`src/sv/hte_pkg.sv`:
```
// Package for the hash table engine: sizes, request and status codes, states.
// Used by hte_hash_unit and hash_table_engine.
`default_nettype none
package hte_pkg;
  localparam int NUM_BUCKETS = 256;
  localparam int WAYS        = 4;
  localparam int KEY_BYTES   = 8;
  localparam int VALUE_BITS  = 32;
  localparam int BKT_W       = $clog2(NUM_BUCKETS);
  localparam int WAY_W       = (WAYS > 1) ? $clog2(WAYS) : 1;
  localparam int CNT_W       = 11;
  localparam int TS_W        = 9;
  localparam int KL_W        = 4;
  localparam int DIV_W       = 17;
  localparam logic [63:0] HASH_INIT = 64'd5381;

  typedef enum logic [1:0] {
    REQ_INSERT = 2'd0,
    REQ_SEARCH = 2'd1,
    REQ_DELETE = 2'd2
  } req_e;

  typedef enum logic [2:0] {
    ST_INSERTED  = 3'd0,
    ST_UPDATED   = 3'd1,
    ST_FOUND     = 3'd2,
    ST_NOT_FOUND = 3'd3,
    ST_DELETED   = 3'd4,
    ST_FULL      = 3'd5
  } status_e;

  typedef enum logic [2:0] {
    S_IDLE, S_HASH, S_READ, S_SCAN, S_WRITE, S_CLEAR
  } state_e;

  localparam logic CFG_TABLE_SIZE = 1'b0;
  localparam logic CFG_KEY_LENGTH = 1'b1;
endpackage
`default_nettype wire

```
`src/sv/hte_hash_unit.sv`:
```
// Byte-serial djb2 hash followed by a bit-serial modulo by the table size.
// Depends on hte_pkg.
`default_nettype none
module hte_hash_unit (
  input  wire logic                     clk_i,
  input  wire logic                     rst_ni,
  input  wire logic                     start_i,
  input  wire logic [63:0]              key_i,
  input  wire logic [3:0]               nbytes_i,
  input  wire logic [hte_pkg::TS_W-1:0] divisor_i,
  output logic                          done_o,
  output logic [hte_pkg::BKT_W-1:0]     bucket_o
);
  import hte_pkg::*;

  logic [63:0]      h_q, h_d;
  logic [63:0]      key_q, key_d;
  logic [3:0]       left_q, left_d;
  logic [6:0]       bit_q, bit_d;
  logic [DIV_W-1:0] rem_q, rem_d;
  logic [TS_W-1:0]  div_q, div_d;
  logic [1:0]       ph_q, ph_d;
  logic [DIV_W-1:0] trial;

  always_comb begin
    h_d = h_q; key_d = key_q; left_d = left_q; bit_d = bit_q;
    rem_d = rem_q; div_d = div_q; ph_d = ph_q;
    trial = {rem_q[DIV_W-2:0], h_q[63]};
    case (ph_q)
      2'd0: if (start_i) begin
        h_d = HASH_INIT; key_d = key_i; left_d = nbytes_i;
        div_d = divisor_i; ph_d = 2'd1;
      end
      2'd1: begin
        if (left_q == 4'd0) begin
          ph_d = 2'd2; bit_d = 7'd0; rem_d = '0;
        end else begin
          h_d = (h_q << 5) + h_q + {56'd0, key_q[7:0]};
          key_d = key_q >> 8;
          left_d = left_q - 4'd1;
        end
      end
      2'd2: begin
        rem_d = (trial >= {{(DIV_W-TS_W){1'b0}}, div_q}) ?
                trial - {{(DIV_W-TS_W){1'b0}}, div_q} : trial;
        h_d = h_q << 1;
        bit_d = bit_q + 7'd1;
        if (bit_q == 7'd63) ph_d = 2'd3;
      end
      default: ph_d = 2'd0;
    endcase
  end

  always_ff @(posedge clk_i or negedge rst_ni) begin
    if (!rst_ni) begin
      ph_q <= 2'd0;
    end else begin
      ph_q <= ph_d;
    end
  end

  always_ff @(posedge clk_i) begin
    h_q <= h_d; key_q <= key_d; left_q <= left_d; bit_q <= bit_d;
    rem_q <= rem_d; div_q <= div_d;
  end

  assign done_o   = (ph_q == 2'd3);
  assign bucket_o = rem_q[BKT_W-1:0];

  assert property (@(posedge clk_i) disable iff (!rst_ni)
    done_o |-> rem_q < {{(DIV_W-TS_W){1'b0}}, div_q})
    else $error("remainder not below divisor");
  assert property (@(posedge clk_i) disable iff (!rst_ni)
    done_o |=> ph_q == 2'd0)
    else $error("hash unit did not return to idle");
  assert property (@(posedge clk_i) disable iff (!rst_ni)
    (ph_q == 2'd1) |-> left_q <= 4'd8)
    else $error("byte count out of range");
endmodule
`default_nettype wire

```
`config.mk`:
```
export PLATFORM = sky130hd
export DESIGN_NAME = hte_hash_unit
export DESIGN_NICKNAME = d
export VERILOG_FILES = /design/src/sv/hte_pkg.sv /design/src/sv/hte_hash_unit.sv
export SDC_FILE = /design/constraint.sdc
export NUM_CORES = 1
export LEC_CHECK = 0
export BUFFER_PORTS_ARGS = -buffer_cell sky130_fd_sc_hd__buf_4
export CORE_ASPECT_RATIO = 0.5
export CORE_UTILIZATION = 45
export DETAILED_ROUTE_END_ITERATION = 10
export SLEW_MARGIN = 25
export SYNTH_ARGS = -nofsm -noshare
export SYNTH_HDL_FRONTEND = slang
export SYNTH_SLANG_ARGS = --single-unit
```
`constraint.sdc`:
```
create_clock -name clk_i -period 10.6 [get_ports clk_i]
set_input_delay 0.53 -clock clk_i [delete_from_list [all_inputs] [get_ports clk_i]]
set_output_delay 0.53 -clock clk_i [all_outputs]
set_load 0.05 [all_outputs]
```
==> metrics.txt <==
Post-synth EDFFs approximately 160; DR iter-0 viols 559; Critical Setup Path Class reg2reg; syn avg cell area 10.2 um^2; Vias 9342; Syn Inst Count around 1200; hold path cells 1; setup_tns 0 ps; post_cts resized 0; VDD IR max about 0.18 mV; fmax ~0.26 GHz; first-pass GRT wire length about 47000 um; Layout Utilization 0.517; reg-to-reg slack, setup around 6700 ps; relative slew slack 0.382; antenna cells 0; core area 26400 um^2; dominant synthesized flop cell edfxtp_1; largest net degree at the start of global routing 92; CP Capture Type register; final wirelength between 20000 and 30000 um; top cell type's share of synthesized area 0.407; Worst R2R End h_q[59]; status finished, violations left; width of the die roughly 230 um; Final GP Congestion between 0.8 and 0.9; post-synthesis simple-gate area fraction 0.124; # setup viols final 0; worst slew pin tran between 900 and 1000 ps; Slew Limit Fails 0; largest family of logic cells by synthesized area compound AO/OA/AOI/OAI gates; DRC 3; hold_sp divisor_i[4]; # rows 42; CTS Buffer Depth 2; Die ar. approximately 28000 um^2; GR Util All Layers 0.219; Worst-path clk slew 70 ps; clock buffer count from CTS 17; Tmin final 3880 ps; hold endpoint div_q[4]; I/O pins slightly below 90; Pwr Density approximately 360 nW/um^2; adder-cell area share of the yosys netlist 0.151; CTS Sinks between 150 and 200; synthesized flop and latch total about 170; synth unique cells 74; share of cells above drive strength 1 0.167; initial antenna violation count 0; Hold Fails Final Rpt 0; failing checks design-rule violations; WL/cell 18.0 um; Root Buffer clkbuf_16; # Post-CTS Setup Buffers 0; Mapped Area between 10000 and 15000 um^2; Total Nets Final 1471; later-pin clock latency in the skew report approximately 460 ps; Synth async-reset ratio 0.0120; Ys Warns 0; RSZ-0062 raised after global routing false; aggregate global routing overflow 0; reg2reg path depth 11; Initial Utilization 0.458; post-synthesis mux area share 0.0555; Max-cap violations 0; top cells by area, synth edfxtp_1, ha_1, mux2_2; Post-synth top cells edfxtp_1, ha_1, nand2_1, nor2_1, a21oi_1; number of global-route vias before repair ~9000; die height ~120 um; PortBufs 88; Critical Path RT 10790 ps; critical path peak fanout 6; Initial DRT Pass Iterations 7; WP data arrival roughly 4100 ps; most numerous cell in the Yosys netlist edfxtp_1; vias per cell between 5 and 6; HP Class in2reg; sequential fraction of the synthesis area 0.411; post-synth top area cell edfxtp_1; xor and xnor area share after synthesis 0.0513; post-synthesis compound-gate area fraction 0.174; hold buffers post-CTS 1; Detail Placement HPWL between 20000 and 25000 um; number of antenna-violating nets in the routed design 0; RR Startpoint h_q[2]; Area growth, synth to finish 12.8%; htree depth 4; startpoint types register; CTS tree built; Syn Nets approximately 1400; Pleak between 5 and 6 nW; final period utilization 0.366; Clock Skew between 10 and 15 ps
metrics by stage:
stage | instances | area [um^2] | power [mW] | hold slack, ps | setup WS, ps
after floorplan | 1188 | 12100 | 3.62 | 234 | 5940
after global placement | 1580 | 13100 | 4.29 | 330 | 6830
after detailed placement | 1580 | 13100 | 4.32 | 330 | 6770
after CTS | 1612 | 13700 | 4.98 | 225 | 6770
after global routing | 1612 | 13700 | 5.38 | 224 | 6390
final | 1612 | 13700 | 4.97 | 250 | 6720
kinds of logic after synthesis:
family,Yosys count
compound gates,324
xor+xnor,71
fa+ha+maj,143
buf+inv,98
flops,166
mux,60
simple gates,326
metal layers:
| metal | track usage | up-vias | share of wire |
|---|---|---|---|
| met3 | 0.0606 | 34 | 0.057 |
| met5 | 0 | - | 0 |
| met4 | 0.0645 | 0 | 0.018 |
| li1 | - | 4560 | - |
| met1 | 0.291 | 4508 | 0.47 |
| met2 | 0.345 | 240 | 0.46 |
sequential cells by signal, summed over array words and instances (netlist names):
register and flops:
bit_q 7, div_q 9, h_q 64, key_q 64, left_q 4, ph_q 2
rem_q 16
cells in the final DEF (no fill, tap or decap), types with 5 or more instances in the layout:
cell,netlist,final
a21boi_0,8,8
a21o_1,21,21
a21oi_1,97,97
a221o_1,5,5
a22oi_1,22,22
a31o_2,7,7
a31oi_1,7,7
and3_1,6,6
buf_4,8,95
clkbuf_16,0,17
edfxtp_1,164,164
fa_1,5,5
ha_1,138,137
inv_1,41,41
inv_6,0,5
mux2_2,57,57
nand2_1,109,109
nand2b_1,10,10
nand3_1,15,15
nand4_1,26,26
nor2_1,99,96
nor2b_1,17,17
nor3_1,15,15
o211ai_1,6,6
o21a_1,7,7
o21ai_0,90,88
o21bai_1,9,9
or3_1,8,8
xnor2_1,46,46
xor2_1,25,25
how the worst max path moves through the flow:
stage,start,endpoint,slack (ps),cells after the start
2_1_floorplan,ph_q[1],key_q[0],5940,6
3_3_place_gp,h_q[0],h_q[56],6830,13
3_5_place_dp,h_q[0],h_q[56],6770,13
4_1_cts,h_q[2],h_q[59],6770,11
5_1_grt,h_q[2],h_q[59],6390,11
6_report,h_q[2],h_q[59],6720,11
critical path, cell delays in order, from the launching register on:
cell and delay (ps):
edfxtp_1 470, fa_1 450, ha_1 370, a21oi_1 360, o22ai_1 150, a221oi_1 530
nand3_1 290, nand3_1 140, o211ai_1 200, o41a_1 440, xnor2_1 130, o21ai_0 90
cell type report:
type | count | area, um^2
fillers | 2358 | 12800
multi-input cells | 924 | 6770
flip-flops and latches | 166 | 4970
repair buffers | 97 | 734
well taps | 352 | 440
clock buffers | 17 | 425
inverters | 42 | 158
clock inverters | 14 | 155
power breakdown:
part / internal [mW] / total (mW) / switching, mW
registers: 1.22 / 1.42 / 0.204
clock network: 0.333 / 0.634 / 0.301
logic: 1.12 / 2.91 / 1.80
total: 2.67 / 4.97 / 2.30
Power figures use the tool's default switching activity.
